**config.mk**
```make
export PLATFORM = sky130hd
export DESIGN_NAME = ert_ram
export DESIGN_NICKNAME = d
export VERILOG_FILES = /design/src/rtl/core/assert_macros.svh /design/src/rtl/core/ert_ram.sv
export SDC_FILE = /design/constraint.sdc
export NUM_CORES = 1
export LEC_CHECK = 0
export ABC_AREA = 1
export BUFFER_PORTS_ARGS = -buffer_cell sky130_fd_sc_hd__buf_2
export CELL_PAD_IN_SITES_DETAIL_PLACEMENT = 1
export CELL_PAD_IN_SITES_GLOBAL_PLACEMENT = 2
export CORE_MARGIN = 8
export CORE_UTILIZATION = 36
export CTS_CLUSTER_SIZE = 10
export DETAILED_ROUTE_END_ITERATION = 7
export PLACE_DENSITY = 0.8
export SLEW_MARGIN = 20
export SYNTH_ARGS = -nofsm -noshare
export SYNTH_HDL_FRONTEND = slang
export SYNTH_SLANG_ARGS = --single-unit
```
**constraint.sdc**
```tcl
create_clock -name clk -period 1.2 [get_ports clk]
set_clock_uncertainty 0.05 [all_clocks]
set_input_delay 0.24 -clock clk [delete_from_list [all_inputs] [get_ports clk]]
set_output_delay 0.24 -clock clk [all_outputs]
set_load 0.05 [all_outputs]
```
**src/rtl/core/assert_macros.svh**
```systemverilog
// Assertion macros used by the router top level.
`ifndef ASSERT_MACROS_SVH
`define ASSERT_MACROS_SVH

// Clocked check on clk, switched off while rst is high.
`define ERT_ASSERT(lbl, prop, msg) \
  lbl: assert property (@(posedge clk) disable iff (rst) prop) else $error(msg);

// Clocked check that also holds during reset.
`define ERT_ASSERT_ALWAYS(lbl, prop, msg) \
  lbl: assert property (@(posedge clk) prop) else $error(msg);

`endif

```
**src/rtl/core/ert_ram.sv**
```systemverilog
// Generic single-write, single-read RAM with a registered read port.
module ert_ram #(
  parameter int WIDTH = 8,
  parameter int DEPTH = 16,
  parameter int AW    = (DEPTH > 1) ? $clog2(DEPTH) : 1
) (
  input  logic             clk,
  input  logic             we,
  input  logic [AW-1:0]    waddr,
  input  logic [WIDTH-1:0] wdata,
  input  logic [AW-1:0]    raddr,
  output logic [WIDTH-1:0] rdata
);

  logic [WIDTH-1:0] mem [DEPTH];

  always_ff @(posedge clk) begin
    if (we) begin
      mem[waddr] <= wdata;
    end
    rdata <= mem[raddr];
  end

endmodule

```
Word level (Yosys, flattened, before mapping)
Memory sizes are Yosys's and may differ from the RTL's. A register that Yosys moved wholly into a read port is not among the register bits.
Cells that the tools add are included.
Widths: inputs -> output; s select.

storage, ports and cells
  logic and storage cells = 3
  memories kept = 1
  bits in registers = 0
  output and inout port bits = 8
  input port bits = 18
  bits in writable memories = 128

memories
  memory  depth  bits a word  rd ports  clocked after memory_dff  write ports  line           text
  mem     16     8            1         1                         1            ert_ram.sv:15  logic [WIDTH-1:0] mem [DEPTH];

operators by class
  muxes and demuxes = 2

operator list
  cell    count
  $mux 1  2

Longest topological paths before layout
Gate-level depths: netlist (run 1).

  word-level depth = 2
  mapped depth = 8
  depth with buffers taken out = 7

Worst setup path before layout (run 1)
No wires, ideal clock.

  path kind = in2reg
  start point = input port waddr[3]
  end point = memory mem[4][0] (enable)
  buffers on the path = 0
  arrival = 0.821 ns
  required time = 0.780 ns
  slack = -0.041 ns
  stages on the path = 2
  setup time = 0.370 ns
  cell sequence = nand3b_1 > nor2_1

RTL lines
  element      line           text
  from (decl)  ert_ram.sv:9   input logic [AW-1:0] waddr,
  to (decl)    ert_ram.sv:15

Straight into the memory's write port.

Final worst setup path (run 1)
  start point = register rdata[1] (read register of mem)
  end point = output port rdata[1]

RTL lines
  element      line           text
  from (decl)  ert_ram.sv:12  output logic [WIDTH-1:0] rdata

No word-level cell between the ends.

==> results_dict.tcl, run 1 <==
set metrics [dict create \
    synth_seq_area_share_pct 69.4 \
    min_period_over_period_pct 102 \
    grt_max_degree 33 \
    p_int_uw 8390 \
    gp_congestion 0.779 \
    grtUsageTotal_pct 16.5 \
    clock_latency_ns 0.42 \
    combPwrFrac_pct 8.1 \
    syn_inst 551 \
    setup.worst_path.end_class "output port" \
    crit_arrival_ns 0.94 \
    m1WireLength_um 6170 \
    num_vias 3916 \
    htree_levels 4 \
    ys_warn_count 0 \
    dieArea_um2 20300 \
    fmax_mhz 815 \
    wl_met3_um 709 \
    cts_tree "done" \
    ys_ff_latch 136 \
    finalSetupViolCount 3 \
    critPathSlowestCell "dfxtp_4" \
    swShare_pct 22.9 \
    mostFrequentLayoutCells "nand2_1 (173), edfxtp_1 (128), inv_1 (100)" \
    synth_fp_nets 569 \
    finalPower_uw 10900 \
    worst_pin_slew_ns 0.388 \
    crit_fanout 1 \
    clkPwrFrac_pct 42.6 \
    rows 46 \
    ant_nets 0 \
    initial_core_util_pct 36.6 \
    drive_gt1_share_pct 15.6 \
    start_kind "register" \
    cp_data_required_time_ns 0.91 \
    viasPerCell 4.71 \
    drv_slew 0 \
    wl_per_cell_um 18.5 \
    drt-pass1-iter-count 4 \
    failed_checks "negative setup slack" \
    place_hpwl_um 10100 \
    rsz0062_at_grt "true" \
    clock-root-buffer "clkbuf_16" \
    crit_buf_inv 1 \
    die_w_um 143 \
    layout_min_cycle_time_ns 1.23 \
    grt-ovfl-total 0 \
    cts_buffer_depth 2 \
    core-area_um2 15800 \
    clkSlewWorstSetupHoldPaths_ns 0.05 \
    slew_headroom_pct 74.1 \
    fillCellCount 1800 \
    p_per_area_nw_per_um2 1570 \
    cts_sinks 136 \
    avgSynthCellArea_um2 10.5 \
    dpl_cell_area_um2 6320 \
    whs_ns 0.203 \
    synth_area_um2 5770 \
    wl_met2_um 8240 \
    diodes 0 \
    seqPwrFrac_pct 49.3 \
    ys_types 12 \
    status "finished, violations left" \
    grt_pass1_wl_um 24300 \
    nNetsFinal 621 \
    routed_wl_um 15400 \
    postCtsHoldBufs 0 \
    drcViolationCount 0 \
    numCtsBuffers 17 \
    top_layer_used "met4" \
    cpPeakStageDelay_ns 0.37 \
    min_path_type "in2reg" \
    die_h_um 143 \
    utilization_pct 43.9 \
    port-buffer-count 25 \
    critical_path_class "reg2out" \
    worst_slack_ns -0.0271 \
    max-vdd-ir-drop_mv 1.12 \
    yosys-top-cells-area "edfxtp_1 (67%), nand2_1 (11%), nand3_1 (8.4%)" \
    synth_top_area_share_pct 66.7 \
    syn_to_final_growth_pct 20.1 \
    p_switching_uw 2490 \
    hold_violations 0 \
    finalInstanceArea_um2 6930 \
    first_global_vias 4397 \
    final_common_cell "nand2_1" \
    ios 26 \
    antenna_found_initial 0 \
    cts_setup_buffers 0 \
    critPathTopFamily "flip-flops" \
    maxCapViolations 0 \
    synth_top_cell_by_area "edfxtp_1" \
    path_cells "buf_8" \
    drtIter0Drc 299 \
    p_leak_uw 0.00299 \
]
==> per-layer routing <==
layer / global-route usage [%] / vias to the layer above
met2: 29.1 / 78
met4: 8.17 / 0
met3: 3.05 / 17
li1: - / 1873
met5: 0 / -
met1: 18.9 / 1948
==> kinds of logic (layout without fill, tap and decap cells) <==
family                 count (synthesis)  in the layout  synth area share, %
buffers and inverters                126            191                 9.52
DFF                                  136            136                 69.4
and+or+nand+nor                      289            289                 21.0
==> cell type report <==
cell class | instances | area, um^2 | share of cell area, %
sequential | 136 | 4020 | 58.0
inverter | 102 | 383 | 5.53
timing repair buffer | 57 | 509 | 7.35
clock inverter | 13 | 87.6 | 1.26
multi-input combinational | 289 | 1220 | 17.7
tap | 216 | 270 | 3.90
clock buffer | 19 | 433 | 6.25
==> state kept, by name, summed over array words and instances (netlist names) <==
name	cells
rdata	8
mem	128
==> per-stage QoR <==
step	instances	setup slack [ns]	TNS (ns)
6_report	832	-0.0271	-0.0544
5_1_grt	832	-0.0502	-0.154
4_1_cts	832	-0.0565	-0.153
3_5_place_dp	800	-0.212	-12.89
3_3_place_gp	800	-0.189	-9.01
2_1_floorplan	551	-0.0408	-3.28
==> worst paths after layout <==
kind | depth (start not counted) | to | slack (ns) | startpoint
setup / recovery | 1 | rdata[1] | -0.03 | rdata[1]$_DFF_P_
hold / removal | 1 | mem[1][4]$_DFFE_PP_ | 0.20 | wdata[4]
setup reg to reg | 6 | rdata[6]$_DFF_P_ | 0.11 | mem[7][6]$_DFFE_PP_
hold reg to reg | 6 | rdata[2]$_DFF_P_ | 0.62 | mem[12][2]$_DFFE_PP_
==> power by group through the flow <==
| stage | registers (uW) | clock network, uW | logic, uW |
|---|---|---|---|
| 2_1_floorplan | 5540 | 0 | 376 |
| 5_1_grt | 5370 | 4900 | 967 |
| 3_3_place_gp | 5440 | 0 | 812 |
| 4_1_cts | 5370 | 4740 | 893 |
| 6_report | 5370 | 4640 | 878 |
| 3_5_place_dp | 5450 | 0 | 836 |
==> cells in the mapped netlist <==
cell and number:
buf_1 1, buf_2 13, buf_4 4, buf_6 6
dfxtp_1 8, edfxtp_1 128, inv_1 100, inv_2 2
nand2_1 173, nand3_1 97, nand3b_1 2, nor2_1 17
==> timing repair <==
action / 4_1_cts / 5_1_grt
resized for setup: 31 / 1
setup endpoints to repair: 8 / 6
pin swaps: 0 / 0
endpoints found under the hold margin: 0 / 0
Power figures use the tool's default switching activity.
==> run 2: changes to the inputs <==
BUFFER_PORTS_ARGS = default   (was -buffer_cell sky130_fd_sc_hd__buf_2)
CORE_UTILIZATION = 38   (was 36)
CTS_CLUSTER_SIZE = default   (was 10)
DONT_BUFFER_PORTS = 1   (was default)
PLACE_DENSITY = 0.81   (was 0.8)
==> run 2 against run 1 <==
  * The run ends with negative hold slack, negative setup slack left
  * Hold slack worse by 0.34 ns
  * Design area is 2.1% lower
  * Via count is 2.0% lower
  * Combinational power is 13% lower
  * First-iteration DRC count is 20% lower
  * Clock power is 4.5% lower
  * Die area is 4.7% lower
  * Critical path depth stayed put
  * Count of clock-buffer cells in the layout is 1 lower
  * Wire length is 1.2% lower
  * Cell count is 5.6% lower
  * Register-to-register slack hardly changed
  * Critical path type unchanged
  * Largest cell class unchanged
==> results_dict.tcl, run 2 (synthesis results as in run 1) <==
set metrics [dict create \
    finalSetupViolCount 3 \
    final_cells 785 \
    cp.depth 1 \
    seqPwrFrac_pct 50.8 \
    regMostFlops "mem" \
    p_switching_uw 2420 \
    hold_violations 16 \
    dieArea_um2 19400 \
    tns_ns -0.0385 \
    drt-pass1-iter-count 4 \
    path_cells "buf_8" \
    drive_gt1_share_pct 11.2 \
    drv_slew 0 \
    crit_arrival_ns 0.94 \
    slew_headroom_pct 41.0 \
    whs_ns -0.135 \
    final_common_cell "nand2_1" \
    postCtsHoldBufs 9 \
    drcViolationCount 0 \
    cts_tree "done" \
    worst_slack_ns -0.0280 \
    finalInstanceArea_um2 6780 \
    initial_core_util_pct 38.4 \
    antenna_found_initial 1 \
    setup.worst_path.end_class "output port" \
    largest_register_ffs 128 \
    combPwrFrac_pct 7.3 \
    syn_to_final_growth_pct 17.5 \
    clock_latency_ns 0.42 \
    clock-root-buffer "clkbuf_16" \
    drtIter0Drc 239 \
    maxCapViolations 0 \
    min_period_over_period_pct 102 \
    fmax_mhz 814 \
    grtUsageTotal_pct 16.4 \
    port-buffer-count 0 \
    cpPeakStageDelay_ns 0.37 \
    mostFrequentLayoutCells "nand2_1 (173), edfxtp_1 (128), inv_1 (100)" \
    rsz0062_at_grt "true" \
    wl_per_cell_um 19.4 \
    whs_path_depth 0 \
    dpl_cell_area_um2 6110 \
    status "finished, violations left" \
    ant_nets 0 \
    ff2ff_path_depth 6 \
    cp_data_required_time_ns 0.91 \
    min_path_type "in2reg" \
    ios 26 \
    largestRegisters "mem (128), rdata (8)" \
    p_leak_uw 0.00293 \
    gp_congestion 0.776 \
    first_global_vias 3980 \
    num_vias 3836 \
    critPathSlowestCell "dfxtp_4" \
    start_kind "register" \
    cts_buffer_depth 2 \
    clkPwrFrac_pct 41.9 \
    failed_checks "negative hold slack, negative setup slack" \
    critical_path_class "reg2out" \
    grt-ovfl-total 0 \
    viasPerCell 4.89 \
    crit_buf_inv 1 \
    htree_levels 4 \
    cts_setup_buffers 0 \
    p_int_uw 8140 \
    clkSlewWorstSetupHoldPaths_ns 0.05 \
    p_per_area_nw_per_um2 1560 \
    grt_pass1_wl_um 23500 \
    die_w_um 139 \
    dp.cells 744 \
    routed_wl_um 15200 \
    worst_pin_slew_ns 0.885 \
    rows 45 \
    cts_sinks 136 \
    max-vdd-ir-drop_mv 0.736 \
    nNetsFinal 602 \
    place_hpwl_um 9190 \
    numCtsBuffers 17 \
    die_h_um 139 \
    core-area_um2 15000 \
    grt_max_degree 66 \
    crit_fanout 1 \
    swShare_pct 22.9 \
    layout_min_cycle_time_ns 1.23 \
    critPathTopFamily "flip-flops" \
]
run 2: cell types whose count changed in the layout (fill, tap and decap cells not counted), moves of 2 or more:
cell,change
buf_2,-17
buf_8,+2
buf_12,-2
buf_4,-9
dlymetal6s4s_1,+5
buf_6,-2
dlygate4sd3_1,+4
run 2: area by class of cell:
type,instances,area [um^2]
Timing Repair Buffer,38,427
Fill cell,1637,8260
Sequential cell,136,4020
Antenna cell,1,2.50
Tap cell,188,235
Multi-Input combinational cell,289,1220
Clock inverter,13,65.1
Clock buffer,18,429
Inverter,102,383
run 2: per-layer routing:
| layer | GRT usage [%] | vias up | wire [um] |
|---|---|---|---|
| met2 | 27.3 | 66 | 7580 |
| met1 | 20.1 | 1907 | 6560 |
| met5 | 0 | - | 16 |
| met4 | 7.45 | 2 | 340 |
| li1 | - | 1837 | - |
| met3 | 3.44 | 24 | 699 |
run 2: repair_timing:
action | 4_1_cts | 5_1_grt
resized for setup | 23 | 6
hold endpoints to repair | 136 | 16
setup endpoints to repair | 8 | 88
run 2: metrics by stage:
stage | util (%) | power (uW) | setup WS, ns
final | 45.1 | 10600 | -0.0280
after detailed placement | 40.6 | 6080 | -0.0401
after global routing | 45.1 | 10900 | -0.0461
after floorplan | - | 5920 | -0.0408
after global placement | 40.6 | 6060 | -0.0458
after CTS | 45.0 | 10600 | -0.0533
run 2: power by group through the flow:
stage	Sequential [uW]	Combinational, uW	Clock, uW
6_report	5370	767	4430
5_1_grt	5380	834	4660
4_1_cts	5370	772	4500
3_5_place_dp	5450	624	0
3_3_place_gp	5450	612	0
2_1_floorplan	5540	376	0
run 2: worst paths after layout:
| check | startpoint | endpoint | slack [ns] |
|---|---|---|---|
| worst max-delay path | rdata[7]$_DFF_P_ | rdata[7] | -0.03 |
| worst min-delay path | wdata[5] | mem[3][5]$_DFFE_PP_ | -0.14 |
| worst max register to register | mem[9][4]$_DFFE_PP_ | rdata[4]$_DFF_P_ | 0.11 |
| worst min register to register | mem[7][2]$_DFFE_PP_ | rdata[2]$_DFF_P_ | 0.64 |
==> run 3: changes to the inputs <==
CORE_MARGIN = default   (was 8)
clock period = 1 ns   (was 1.2 ns; I/O delays follow)
==> run 3 against run 2 <==
  * The flow still finishes with violations (negative hold slack, negative setup slack)
  * Hold slack worse by 0.041 ns
  * Via count decreased by 2.6%
  * Sequential share of layout area decreased by 3.6 points
  * Largest cell class unchanged
==> results_dict.tcl, run 3 (synthesis results as in run 1) <==
set metrics [dict create \
    failed_checks "negative hold slack, negative setup slack" \
    dpl_cell_area_um2 6220 \
    drv_slew 0 \
    worst_slack_ns -0.188 \
    worst_pin_slew_ns 0.840 \
    largestRegisters "mem (128), rdata (8)" \
    first_global_vias 4005 \
    grtUsageTotal_pct 19.7 \
    antenna_found_initial 1 \
    r2r_setup_slack_ns -0.02 \
    wl_per_cell_um 18.3 \
    syn_to_final_growth_pct 25.2 \
    whs_path_depth 0 \
    fillCellCount 1556 \
    crit-reg2reg-capture "rdata[1]$_DFF_P_" \
    clkSlewWorstSetupHoldPaths_ns 0.06 \
    tns_ns -1.20 \
    die_w_um 125 \
    layout_min_cycle_time_ns 1.19 \
    drive_gt1_share_pct 25.2 \
    min_to "mem[0][1]$_DFFE_PP_" \
    ant_nets 0 \
    place_hpwl_um 9070 \
    numCtsBuffers 17 \
    clock-root-buffer "clkbuf_16" \
    num_vias 3738 \
    critPathTopFamily "flip-flops" \
    drt-pass1-iter-count 6 \
    cts_sinks 136 \
    cpPeakStageDelay_ns 0.36 \
    crit_fanout 1 \
    drtIter0Drc 276 \
    grt_pass1_wl_um 22400 \
    min_path_type "in2reg" \
    cts_buffer_depth 2 \
    mostFrequentLayoutCells "nand2_1 (163), edfxtp_1 (128), inv_1 (98)" \
    htree_levels 4 \
    min_period_over_period_pct 119 \
    crit_buf_inv 1 \
    postCtsHoldBufs 4 \
    gp_congestion 0.782 \
    rr_startpoint "mem[6][1]$_DFFE_PP_" \
    path_cells "buf_8" \
    dieArea_um2 15700 \
    largest_register_ffs 128 \
    hold_violations 88 \
    regMostFlops "mem" \
    whs_ns -0.176 \
    critPathSlowestCell "dfxtp_2" \
    rsz0062_at_grt "true" \
    p_per_area_nw_per_um2 1910 \
    finalSetupViolCount 10 \
    min_from "wdata[1]" \
    ff2ff_path_depth 6 \
    dp.cells 739 \
    drcViolationCount 0 \
    die_h_um 125 \
    nNetsFinal 596 \
    critical_path_class "reg2out" \
    max-vdd-ir-drop_mv 1.19 \
    viasPerCell 4.82 \
    grt_max_degree 66 \
    final_common_cell "nand2_1" \
    routed_wl_um 14200 \
    p_leak_uw 0.00305 \
    setup.worst_path.end_class "output port" \
    start_kind "register" \
    finalInstanceArea_um2 7220 \
    crit_arrival_ns 0.94 \
    maxCapViolations 0 \
    final_cells 776 \
    slew_headroom_pct 44.0 \
    ios 26 \
    grt-ovfl-total 0 \
    core-area_um2 14600 \
    cp_data_required_time_ns 0.75 \
    cts_tree "done" \
    initial_core_util_pct 39.4 \
    status "finished, violations left" \
    fmax_mhz 842 \
    rows 44 \
    clock_latency_ns 0.42 \
    port-buffer-count 0 \
]
[run 3: cell type report]
type	count	area [um^2]	area share (%)
multi-input cells	289	1590	22.0
clock inverters	12	149	2.06
repair buffers	32	385	5.34
well taps	184	230	3.19
flip-flops and latches	136	4020	55.6
inverters	102	383	5.30
clock buffers	20	467	6.46
diodes	1	2.50	0.0347
[run 3: where the power goes]
part | internal, uW | switching, uW
Combinational | 372 | 615
Sequential | 6380 | 54.2
Clock | 4100 | 2280
[run 3: repair_timing]
action / in CTS / in global routing
resized for setup: 45 / 40
endpoints found under the hold margin: 136 / 88
setup buffers: 0 / 0
pin swaps: 9 / 23
setup endpoints to repair: 16 / 64
[run 3: routing by layer]
metal,share of wire [%],track usage [%]
met1,45,25.4
met2,50,32.9
met3,4.1,4.71
met4,1.1,6.31
met5,0,0
[run 3: per-stage QoR]
step,worst slack (ns),util (%),total power [uW]
after CTS,-0.202,48.1,13900
after global placement,-0.194,42.5,7330
after global routing,-0.205,49.3,14200
after floorplan,-0.124,-,7130
final,-0.188,49.3,13800
after detailed placement,-0.204,42.5,7350
[run 3: worst max-delay path by stage]
stage | start | endpoint | slack [ns] | depth (start not counted)
2_1_floorplan | waddr[2] | mem[10][0]$_DFFE_PP_ | -0.12 | 2
3_3_place_gp | raddr[0] | rdata[0]$_DFF_P_ | -0.19 | 9
3_5_place_dp | waddr[0] | mem[8][5]$_DFFE_PP_ | -0.20 | 4
4_1_cts | rdata[4]$_DFF_P_ | rdata[4] | -0.20 | 1
5_1_grt | rdata[4]$_DFF_P_ | rdata[4] | -0.20 | 1
6_report | rdata[4]$_DFF_P_ | rdata[4] | -0.19 | 1
